[config.mk]
export PLATFORM = sky130hd
export DESIGN_NAME = climate_panel_settings_controller_unit
export DESIGN_NICKNAME = d
export VERILOG_FILES = /design/src/cpsc_pkg.sv /design/src/cpsc_cfg_regs.sv /design/src/cpsc_engine.sv /design/src/climate_panel_settings_controller_unit.sv
export SDC_FILE = /design/constraint.sdc
export NUM_CORES = 1
export LEC_CHECK = 0
export BUFFER_PORTS_ARGS = -buffer_cell sky130_fd_sc_hd__buf_2
export CELL_PAD_IN_SITES_DETAIL_PLACEMENT = 0
export CELL_PAD_IN_SITES_GLOBAL_PLACEMENT = 2
export CORE_UTILIZATION = 35
export CTS_CLUSTER_SIZE = 12
export DETAILED_ROUTE_END_ITERATION = 16
export PLACE_DENSITY = 0.84
export SLEW_MARGIN = 20
export SYNTH_ARGS = -nofsm -noshare
export SYNTH_HDL_FRONTEND = slang
export SYNTH_SLANG_ARGS = --single-unit
[constraint.sdc]
create_clock -name clk -period 3.1 [get_ports clk]
set_input_delay 0.155 -clock clk [delete_from_list [all_inputs] [get_ports clk]]
set_output_delay 0.155 -clock clk [all_outputs]
set_load 0.02 [all_outputs]
[src/cpsc_pkg.sv]
package cpsc_pkg;

    // configuration port widths
    localparam int CfgIndexWidth = 4;
    localparam int CfgDataWidth  = 8;

    // register indexes
    localparam logic [CfgIndexWidth-1:0] CFG_MIN_TEMP          = 4'd0;
    localparam logic [CfgIndexWidth-1:0] CFG_MAX_TEMP          = 4'd1;
    localparam logic [CfgIndexWidth-1:0] CFG_TEMP_WINDOW_TICKS = 4'd2;
    localparam logic [CfgIndexWidth-1:0] CFG_SAVE_DELAY_TICKS  = 4'd3;

    // register reset values
    localparam logic [5:0] MinTempReset         = 6'd17;
    localparam logic [5:0] MaxTempReset         = 6'd30;
    localparam logic [7:0] TempWindowTicksReset = 8'd22;
    localparam logic [7:0] SaveDelayTicksReset  = 8'd255;

    // item kinds
    localparam logic ITEM_TICK = 1'b0;
    localparam logic ITEM_KEY  = 1'b1;

    // key codes
    localparam logic [2:0] BTN_MODE  = 3'd0;
    localparam logic [2:0] BTN_FAN   = 3'd1;
    localparam logic [2:0] BTN_POWER = 3'd2;
    localparam logic [2:0] BTN_DOWN  = 3'd3;
    localparam logic [2:0] BTN_UP    = 3'd4;

    // state reset values and led pattern timing
    localparam logic [5:0] TempReset   = 6'd24;
    localparam logic [7:0] WindowReset = 8'd12;
    localparam logic [2:0] FlashReset  = 3'd1;
    localparam logic [2:0] SaveFlashes = 3'd7;
    localparam logic [1:0] FlashTicks  = 2'd2;
    localparam logic [2:0] GapTicks    = 3'd5;

    typedef struct packed {
        logic       mode;
        logic [2:0] key_code;
    } cpsc_in_t;

    typedef struct packed {
        logic       led;
        logic       power_on;
        logic [1:0] op_mode;
        logic [5:0] set_temp;
        logic [1:0] fan_speed;
        logic       save_request;
    } cpsc_out_t;

    typedef struct packed {
        logic [5:0] min_temp;
        logic [5:0] max_temp;
        logic [7:0] temp_window_ticks;
        logic [7:0] save_delay_ticks;
    } cpsc_cfg_t;

endpackage

[src/cpsc_cfg_regs.sv]
module cpsc_cfg_regs
    import cpsc_pkg::*;
(
    input  logic                     clk,
    input  logic                     rst_n,
    input  logic                     wr_en,
    input  logic [CfgIndexWidth-1:0] wr_index,
    input  logic [CfgDataWidth-1:0]  wr_data,
    output cpsc_cfg_t                cfg
);

    cpsc_cfg_t cfg_reg;
    cpsc_cfg_t cfg_next;

    // register write decode, unknown indexes dropped
    always_comb
    begin
        cfg_next = cfg_reg;
        if (wr_en)
        begin
            unique case (wr_index)
                CFG_MIN_TEMP:          cfg_next.min_temp          = wr_data[5:0];
                CFG_MAX_TEMP:          cfg_next.max_temp          = wr_data[5:0];
                CFG_TEMP_WINDOW_TICKS: cfg_next.temp_window_ticks = wr_data;
                CFG_SAVE_DELAY_TICKS:  cfg_next.save_delay_ticks  = wr_data;
                default:               cfg_next = cfg_reg;
            endcase
        end
    end

    always_ff @(posedge clk or negedge rst_n)
    begin
        if (!rst_n)
        begin
            cfg_reg.min_temp          <= MinTempReset;
            cfg_reg.max_temp          <= MaxTempReset;
            cfg_reg.temp_window_ticks <= TempWindowTicksReset;
            cfg_reg.save_delay_ticks  <= SaveDelayTicksReset;
        end
        else
        begin
            cfg_reg <= cfg_next;
        end
    end

    assign cfg = cfg_reg;

endmodule

[src/cpsc_engine.sv]
module cpsc_engine
    import cpsc_pkg::*;
(
    input  logic      clk,
    input  logic      rst_n,
    input  logic      step,
    input  cpsc_in_t  item,
    input  cpsc_cfg_t cfg,
    output cpsc_out_t result
);

    logic       key_paused_reg, key_paused_next;
    logic       power_reg, power_next;
    logic [1:0] op_mode_reg, op_mode_next;
    logic [5:0] temp_reg, temp_next;
    logic [1:0] fan_reg, fan_next;
    logic [7:0] window_reg, window_next;
    logic [7:0] save_count_reg, save_count_next;
    logic [2:0] flash_reg, flash_next;
    logic [1:0] led_on_reg, led_on_next;
    logic [2:0] led_off_reg, led_off_next;
    logic       led_reg, led_next;
    logic       save_request;

    // 0, 1, 2, 0, ...
    function automatic logic [1:0] cycle3(input logic [1:0] v);
        return (v >= 2'd2) ? 2'd0 : v + 2'd1;
    endfunction

    // next state for the item in the input register
    always_comb
    begin
        key_paused_next = key_paused_reg;
        power_next      = power_reg;
        op_mode_next    = op_mode_reg;
        temp_next       = temp_reg;
        fan_next        = fan_reg;
        window_next     = window_reg;
        save_count_next = save_count_reg;
        flash_next      = flash_reg;
        led_on_next     = led_on_reg;
        led_off_next    = led_off_reg;
        led_next        = led_reg;
        save_request    = 1'b0;

        if (item.mode == ITEM_TICK)
        begin
            key_paused_next = 1'b0;
            if (window_reg != 8'd0)
                window_next = window_reg - 8'd1;
            if (save_count_reg != 8'd0)
                save_count_next = save_count_reg - 8'd1;
            // led flash pattern
            if (led_on_reg != 2'd0)
            begin
                led_next    = 1'b1;
                led_on_next = led_on_reg - 2'd1;
            end
            else if (led_off_reg != 3'd0)
            begin
                led_next     = 1'b0;
                led_off_next = led_off_reg - 3'd1;
            end
            else if (flash_reg != 3'd0)
            begin
                led_on_next  = FlashTicks;
                led_off_next = {1'b0, FlashTicks};
                flash_next   = flash_reg - 3'd1;
                if (flash_reg == 3'd1)
                    led_off_next = GapTicks;
            end
        end
        else if (!key_paused_reg)
        begin
            key_paused_next = 1'b1;
            unique case (item.key_code)
                BTN_MODE:
                begin
                    op_mode_next    = cycle3(op_mode_reg);
                    flash_next      = {1'b0, op_mode_next} + 3'd1;
                    save_count_next = cfg.save_delay_ticks;
                end
                BTN_FAN:
                begin
                    fan_next        = cycle3(fan_reg);
                    flash_next      = {1'b0, fan_next} + 3'd1;
                    save_count_next = cfg.save_delay_ticks;
                end
                BTN_POWER:
                begin
                    power_next      = !power_reg;
                    flash_next      = power_next ? 3'd2 : 3'd1;
                    save_count_next = cfg.save_delay_ticks;
                end
                BTN_DOWN:
                begin
                    if (window_reg != 8'd0 && temp_reg > cfg.min_temp)
                    begin
                        temp_next  = temp_reg - 6'd1;
                        flash_next = 3'd1;
                    end
                    window_next     = cfg.temp_window_ticks;
                    save_count_next = cfg.save_delay_ticks;
                end
                BTN_UP:
                begin
                    if (window_reg != 8'd0 && temp_reg < cfg.max_temp)
                    begin
                        temp_next  = temp_reg + 6'd1;
                        flash_next = 3'd1;
                    end
                    window_next     = cfg.temp_window_ticks;
                    save_count_next = cfg.save_delay_ticks;
                end
                default:
                begin
                    key_paused_next = 1'b1;
                end
            endcase
        end

        // save delay expiry
        if (save_count_next == 8'd1)
        begin
            save_count_next = 8'd0;
            flash_next      = SaveFlashes;
            save_request    = 1'b1;
        end
    end

    // settings state, updated once per item
    always_ff @(posedge clk or negedge rst_n)
    begin
        if (!rst_n)
        begin
            key_paused_reg <= 1'b0;
            power_reg      <= 1'b0;
            op_mode_reg    <= 2'd0;
            temp_reg       <= TempReset;
            fan_reg        <= 2'd0;
            window_reg     <= WindowReset;
            save_count_reg <= 8'd0;
            flash_reg      <= FlashReset;
            led_on_reg     <= 2'd0;
            led_off_reg    <= 3'd0;
            led_reg        <= 1'b0;
        end
        else if (step)
        begin
            key_paused_reg <= key_paused_next;
            power_reg      <= power_next;
            op_mode_reg    <= op_mode_next;
            temp_reg       <= temp_next;
            fan_reg        <= fan_next;
            window_reg     <= window_next;
            save_count_reg <= save_count_next;
            flash_reg      <= flash_next;
            led_on_reg     <= led_on_next;
            led_off_reg    <= led_off_next;
            led_reg        <= led_next;
        end
    end

    // result fields from the updated state
    always_comb
    begin
        result.led          = led_next;
        result.power_on     = power_next;
        result.op_mode      = op_mode_next;
        result.set_temp     = temp_next;
        result.fan_speed    = fan_next;
        result.save_request = save_request;
    end

endmodule

[src/climate_panel_settings_controller_unit.sv]
// Climate panel settings controller.
//
// Input channel (in_valid / in_ready / in_data): one item per timer tick or
// decoded key press. Output channel (out_valid / out_ready / out_data): one
// result item per input item, in order, with led, power, mode, set
// temperature, fan speed and a one-item save request.
// Configuration channel (cfg_valid / cfg_ready / cfg_index / cfg_data):
// index 0 min_temp, 1 max_temp, 2 temp_window_ticks, 3 save_delay_ticks;
// other indexes are dropped. cfg_ready is always high; write only while idle.
//
// An accepted item is first held in the input register, and its result is
// registered in the result register when the item advances. Throughput is
// one item per cycle while the receiver takes results, set by the single
// state update between the input register and the result register.
// Reset clears both stages and returns the settings and registers to their
// defaults. When the receiver stalls, the result holds and the input stage
// still takes one more item; after that in_ready drops until out_ready.
module climate_panel_settings_controller_unit
    import cpsc_pkg::*;
(
    input  logic                     clk,
    input  logic                     rst_n,
    input  logic                     in_valid,
    output logic                     in_ready,
    input  cpsc_in_t                 in_data,
    output logic                     out_valid,
    input  logic                     out_ready,
    output cpsc_out_t                out_data,
    input  logic                     cfg_valid,
    output logic                     cfg_ready,
    input  logic [CfgIndexWidth-1:0] cfg_index,
    input  logic [CfgDataWidth-1:0]  cfg_data
);

    logic      in_valid_reg;
    cpsc_in_t  in_data_reg;
    logic      out_valid_reg;
    cpsc_out_t out_data_reg;
    logic      advance;
    cpsc_cfg_t cfg;
    cpsc_out_t result;

    // item moves from input register to result register
    assign advance   = in_valid_reg && (!out_valid_reg || out_ready);
    assign in_ready  = !in_valid_reg || advance;
    assign cfg_ready = 1'b1;

    cpsc_cfg_regs u_cfg (
        .clk      (clk),
        .rst_n    (rst_n),
        .wr_en    (cfg_valid && cfg_ready),
        .wr_index (cfg_index),
        .wr_data  (cfg_data),
        .cfg      (cfg)
    );

    cpsc_engine u_engine (
        .clk    (clk),
        .rst_n  (rst_n),
        .step   (advance),
        .item   (in_data_reg),
        .cfg    (cfg),
        .result (result)
    );

    // input register
    always_ff @(posedge clk or negedge rst_n)
    begin
        if (!rst_n)
        begin
            in_valid_reg <= 1'b0;
        end
        else if (in_ready)
        begin
            in_valid_reg <= in_valid;
        end
    end

    always_ff @(posedge clk)
    begin
        if (in_valid && in_ready)
        begin
            in_data_reg <= in_data;
        end
    end

    // result register
    always_ff @(posedge clk or negedge rst_n)
    begin
        if (!rst_n)
        begin
            out_valid_reg <= 1'b0;
        end
        else if (advance)
        begin
            out_valid_reg <= 1'b1;
        end
        else if (out_ready)
        begin
            out_valid_reg <= 1'b0;
        end
    end

    always_ff @(posedge clk)
    begin
        if (advance)
        begin
            out_data_reg <= result;
        end
    end

    assign out_valid = out_valid_reg;
    assign out_data  = out_data_reg;

endmodule

==> results.toml, run 1 <==
[placement]
io_buffers = 35
place.gp.congestion = 0.8886
dp_hpwl_um = 7973
pre_cts_slack_ns = 0.3339

[power_and_ir_drop]
finalPower_uw = 4319
p_per_area_nw_per_um2 = 783.1
p_leak_uw = 0.002361
irDropWorstVdd_mv = 0.3634

[worst_setup_path]
crit_fanout = 9
r2r_slack_ns = 0.29
critPathRequiredTime_ns = 3.34
endpoint_kind = "flip-flop"
critPathKind = "reg -> reg"
slowest_stage = "or3b_1"
cp-start-kind = "flip-flop"
cpPeakStageDelay_ns = 0.52
crit_chain = "inv_1, ha_1, or3b_1, or4_1, nand4_1, nor4_1, and4_1, nand3b_1, o22a_1"
crit_arrival_ns = 3.04

[finish]
num_antenna_cells = 0
layout-drive-gt1-share_pct = 22.53
syn2layout_area_growth_pct = 15.85
largest_reg_flops = 28
mostFrequentLayoutCell = "nand2_1"
fin_util_pct = 41.65
final_cell_mix = "67 x nand2_1, 48 x o21ai_0, 45 x dfrtp_1"
fin_nets = 587

[detailed_routing]
first_pass_iters = 5
routed_via_density = 5.305
ant_nets = 0
drtIter0Drc = 232
post_drt_wl_per_cell_um = 15.68
via_count = 3830
routed_wl_um = 11320
drc = 0

[sta]
tightest_slew_ns = 0.8969
grt_setup_unrepaired = "no"
fin_skew_ns = 0.007595
period_minus_slack_ns = 2.805
hold_viol = 0
slew_headroom_pct = 40.20
max_clock_freq_mhz = 356.5
setup_viol = 0
fin_crit_sh_pct = 90.50
setup_ws_ns = 0.2946
slew_violations = 0
fin_setup_tns_ns = 0

[run]
maxCapViolations = 0

[synthesis]
syn-num-nets = 545
ys_types = 63
syn_inst = 499
ys.flop_type = "dfrtp_1"
synth_warnings = 0
synth_edf_count = 17
ys_async_sr_fraction_pct = 79.76
synth-seq-cells = 84
synth_area_per_cell_um2 = 9.541
synth_area_um2 = 4761
yosysSeqAreaShare_pct = 46.52

[die]
num_rows = 42
ioPinCount = 37
initial_core_util_pct = 35.95
dieHeight_um = 118.6
die_w_um = 118.6
dieArea_um2 = 14070
core_um2 = 13240

[cts]
clkLatencyLatePin_ns = 0.35
post_cts_resized = 0
cts_inserted_buffers = 9
clk_path_buf_depth = 2
clk_pin_slew_worst_paths_ns = 0.06
post_cts_buffers = 0
cts-root-buf = "clkbuf_16"
cts_hold_buf = 4
cts.sinks = 84
cts_tree = "built"
cts.htree.levels = 3

[grt]
grt_pass1_vias = 3782
track_usage_pct = 17.46
grt_overflow_total = 0
grt_pass1_wl_um = 19060
grt_max_degree = 68
antenna_found_initial = 0

[min_path]
hold_class = "in -> async"

[outcome]
status = "finished, final reports clean"
==> cells in the mapped netlist, drive strengths merged, types with 2 or more instances <==
master	number	area, um2
o22a	2	17.52
nand3	4	20.02
buf	6	36.29
nor3	9	45.04
and2	6	37.54
ha	25	312.8
a21o	4	30.03
clkbuf	18	67.56
a22oi	4	30.03
a211oi	4	30.03
dfstp	22	578.1
and4	3	26.28
xor2	2	17.52
or3	2	12.51
nand2b	10	62.56
xnor2	4	35.03
nor4	10	68.81
a31oi	5	31.28
dfrtp	45	1126
edfxtp	17	510.5
nor2b	6	37.54
o31ai	2	15.01
nor4b	2	17.52
mux2i	2	20.02
or2	4	25.02
nand4	8	50.05
o21a	2	15.01
nand3b	2	15.01
or4	4	33.78
o22ai	5	31.28
inv	29	108.9
o21ai	49	245.2
nor3b	2	15.01
mux2	27	304.0
o211ai	9	72.57
a21oi	22	110.1
nand2	67	251.5
nor2	37	138.9
==> final cells by class <==
cell class / count / area [um2]
multi-input combinational: 361 / 2330
sequential: 84 / 2215
fill: 1327 / 7727
clock inverter: 5 / 50.05
inverter: 30 / 112.6
clock buffer: 11 / 252.7
timing repair buffer: 55 / 335.3
tap: 176 / 220.2
==> final timing paths <==
kind	startpoint	to	cells past startpoint
setup reg to reg	u_engine.save_count_reg[0]	u_engine.flash_reg[1]	9
min in group clk	in_valid	in_valid_reg	2
max in group asynchronous	rst_n	u_cfg.cfg[25]	2
hold / removal	rst_n	u_engine.led_reg	2
setup / recovery	u_engine.save_count_reg[0]	u_engine.flash_reg[1]	9
hold reg to reg	u_engine.led_reg	u_engine.led_reg	2
==> stage by stage <==
stage / instance area, um2 / std cells / hold slack, ns
after global placement: 5172 / 702 / 0.3353
after global routing: 5515 / 722 / 0.01272
after floorplan: 4761 / 499 / -0.1406
after detailed placement: 5172 / 702 / 0.3335
final: 5515 / 722 / 0.007423
after CTS: 5515 / 722 / 0.005314
==> critical path: cells and delay by family, from the launching register on <==
family                   cells  cell delay, ns
AND/OR/NAND/NOR              6            1.68
AO/OA/AOI/OAI                1            0.23
buffers and inverters        1            0.11
adder cells (fa/ha/maj)      1            0.24
flip-flops                   1            0.44
==> where the power goes <==
part | internal [uW] | switching, uW
sequential | 1520 | 294
clock | 662 | 435
combinational | 612 | 793
==> metal layers <==
layer	GRT usage, %	vias to the layer above	wire, um
met5	0	-	0
met4	7.358	0	223
met3	4.633	19	566
met2	27.45	99	5266
met1	22.61	1844	5263
li1	-	1868	-
==> cell families (layout without fill, tap and decap cells) <==
family / count (synthesis) / count (layout) / share of synthesized area (%)
other cells: 1 / 1 / 0.07877
mux: 29 / 29 / 6.807
buf+inv: 54 / 101 / 4.546
fa+ha+maj: 25 / 25 / 6.570
xor+xnor: 6 / 6 / 1.104
flops: 84 / 84 / 46.52
compound gates: 122 / 122 / 15.95
simple gates: 178 / 178 / 18.42
Note: power is estimated with default switching activity, not from simulation.
==> inputs of run 2 (changes only) <==
--- a/config.mk
+++ b/config.mk
@@ -7,11 +7,12 @@
 export LEC_CHECK = 0
 export BUFFER_PORTS_ARGS = -buffer_cell sky130_fd_sc_hd__buf_2
 export CELL_PAD_IN_SITES_DETAIL_PLACEMENT = 0
-export CELL_PAD_IN_SITES_GLOBAL_PLACEMENT = 2
-export CORE_UTILIZATION = 35
+export CELL_PAD_IN_SITES_GLOBAL_PLACEMENT = 1
+export CORE_MARGIN = 2
+export CORE_UTILIZATION = 47
 export CTS_CLUSTER_SIZE = 12
 export DETAILED_ROUTE_END_ITERATION = 16
-export PLACE_DENSITY = 0.84
+export PLACE_DENSITY = 0.9
 export SLEW_MARGIN = 20
 export SYNTH_ARGS = -nofsm -noshare
 export SYNTH_HDL_FRONTEND = slang
==> results.toml, run 2 (synthesis gave the netlist of run 1 again) <==
[sta]
max_clock_freq_mhz = 357.7
slew_headroom_pct = 63.39
fin_crit_sh_pct = 90.17
hold_viol = 0
hold_slack_ns = 0.01157
fin_skew_ns = 0.009349
tightest_slew_ns = 0.5459
setup_viol = 0
fin_setup_tns_ns = 0
slew_violations = 0
grt_setup_unrepaired = "no"
period_minus_slack_ns = 2.795

[worst_setup_path]
crit_arrival_ns = 3.05
cpPeakStageDelay_ns = 0.51
endpoint_kind = "flip-flop"
timing.rr.start = "u_engine.save_count_reg[0]"
r2r_slack_ns = 0.30
worstSetupStartpoint = "u_engine.save_count_reg[0]"
slowest_stage = "or3b_1"
critPathKind = "reg -> reg"
crit_fanout = 9
cp-start-kind = "flip-flop"
critPathRequiredTime_ns = 3.35
crit_chain = "inv_1, ha_1, or3b_1, or4_1, nand4_1, nor4_1, and4_1, nand3b_1, o22a_1"

[finish]
final_cell_mix = "67 x nand2_1, 48 x o21ai_0, 45 x dfrtp_1"
largest_reg_flops = 28
num_antenna_cells = 0
finalNonFillerCells = 679
fin_nets = 587
layout-drive-gt1-share_pct = 21.61
syn2layout_area_growth_pct = 12.77
mostFrequentLayoutCell = "nand2_1"
design_area_um2 = 5369

[placement]
placed_cells = 658
place.gp.congestion = 0.8621
post_dp_cell_area_um2 = 5111
dp_hpwl_um = 7827
io_buffers = 35

[detailed_routing]
ant_nets = 0
routed_wl_um = 10730
drtIter0Drc = 207
drc = 0
first_pass_iters = 5
via_count = 3834
post_drt_wl_per_cell_um = 15.81
routed_via_density = 5.647

[cts]
clk_path_buf_depth = 2
cts.htree.levels = 3
post_cts_resized = 0
cts-root-buf = "clkbuf_8"
clkLatencyLatePin_ns = 0.37
post_cts_buffers = 0
cts_tree = "built"
cts_inserted_buffers = 9
clk_pin_slew_worst_paths_ns = 0.08
cts.sinks = 84

[die]
ioPinCount = 37
initial_core_util_pct = 48.48
dieArea_um2 = 10950
die_w_um = 104.6
num_rows = 36
dieHeight_um = 104.6
core_um2 = 9819

[grt]
antenna_found_initial = 0
grt_overflow_total = 0
grt_max_degree = 36
grt_pass1_vias = 3778
grt_pass1_wl_um = 18570
track_usage_pct = 21.33

[power_and_ir_drop]
p_per_area_nw_per_um2 = 754.6
irDropWorstVdd_mv = 0.4726
p_leak_uw = 0.002308
finalPower_uw = 4051

[run]
maxCapViolations = 0

[min_path]
hold_class = "in -> reg"
worstHoldStart = "in_valid"

[outcome]
status = "finished, final reports clean"
## run 2: cell types whose count changed in the layout (fill, tap and decap cells not counted), sizes merged
cell	change
dlygate4sd3	+1
clkinv	-4
buf	-1
clkbuf	+4
## run 2: where the power goes
group / internal (uW) / switching [uW] / leakage, uW
Clock: 445 / 373 / 0.000103
Sequential: 1520 / 297 / 0.000941
Combinational: 616 / 799 / 0.00126
Total: 2580 / 1470 / 0.00231
## run 2: final cells by class
type	count	area (um2)
clock buffers	15	177.7
clock inverters	1	30.03
fillers	886	4451
inverters	30	112.6
multi-input cells	361	2330
flip-flops and latches	84	2215
well taps	133	166.4
repair buffers	55	337.8
## run 2: stage by stage
stage / setup slack (ns) / util, %
after global placement: 0.4183 / 52.05
after detailed placement: 0.3519 / 52.05
final: 0.3047 / 54.68
after CTS: 0.3247 / 54.68
after global routing: 0.01492 / 54.68
after floorplan: 0.3294 / -
## run 2: worst paths after layout
kind | cells past startpoint | end
setup / recovery | 9 | u_engine.flash_reg[1]
hold / removal | 2 | in_valid_reg
setup reg to reg | 9 | u_engine.flash_reg[1]
hold reg to reg | 2 | u_engine.led_reg
max in group asynchronous | 3 | u_engine.window_reg[2]
min in group asynchronous | 2 | u_engine.led_off_reg[1]
## run 2: metal layers
layer	vias to the layer above	wire (um)	GRT usage, %
met5	-	0	0
met2	99	5125	34.13
met1	1847	5013	28.77
met4	0	93	6.381
met3	13	501	5.303
li1	1875	-	-
## run 2: timing repair
item	4_1_cts	5_1_grt
hold buffers	5	0
setup endpoints to repair	0	0
endpoints found under the hold margin	22	0
## run 2: critical path: cells and delay by family (launching register included)
kind	cells	cell delay [ns]
AOI/OAI and AO/OA	1	0.23
adders and majority gates	1	0.22
buffers and inverters	1	0.11
DFF	1	0.44
and+or+nand+nor	6	1.68
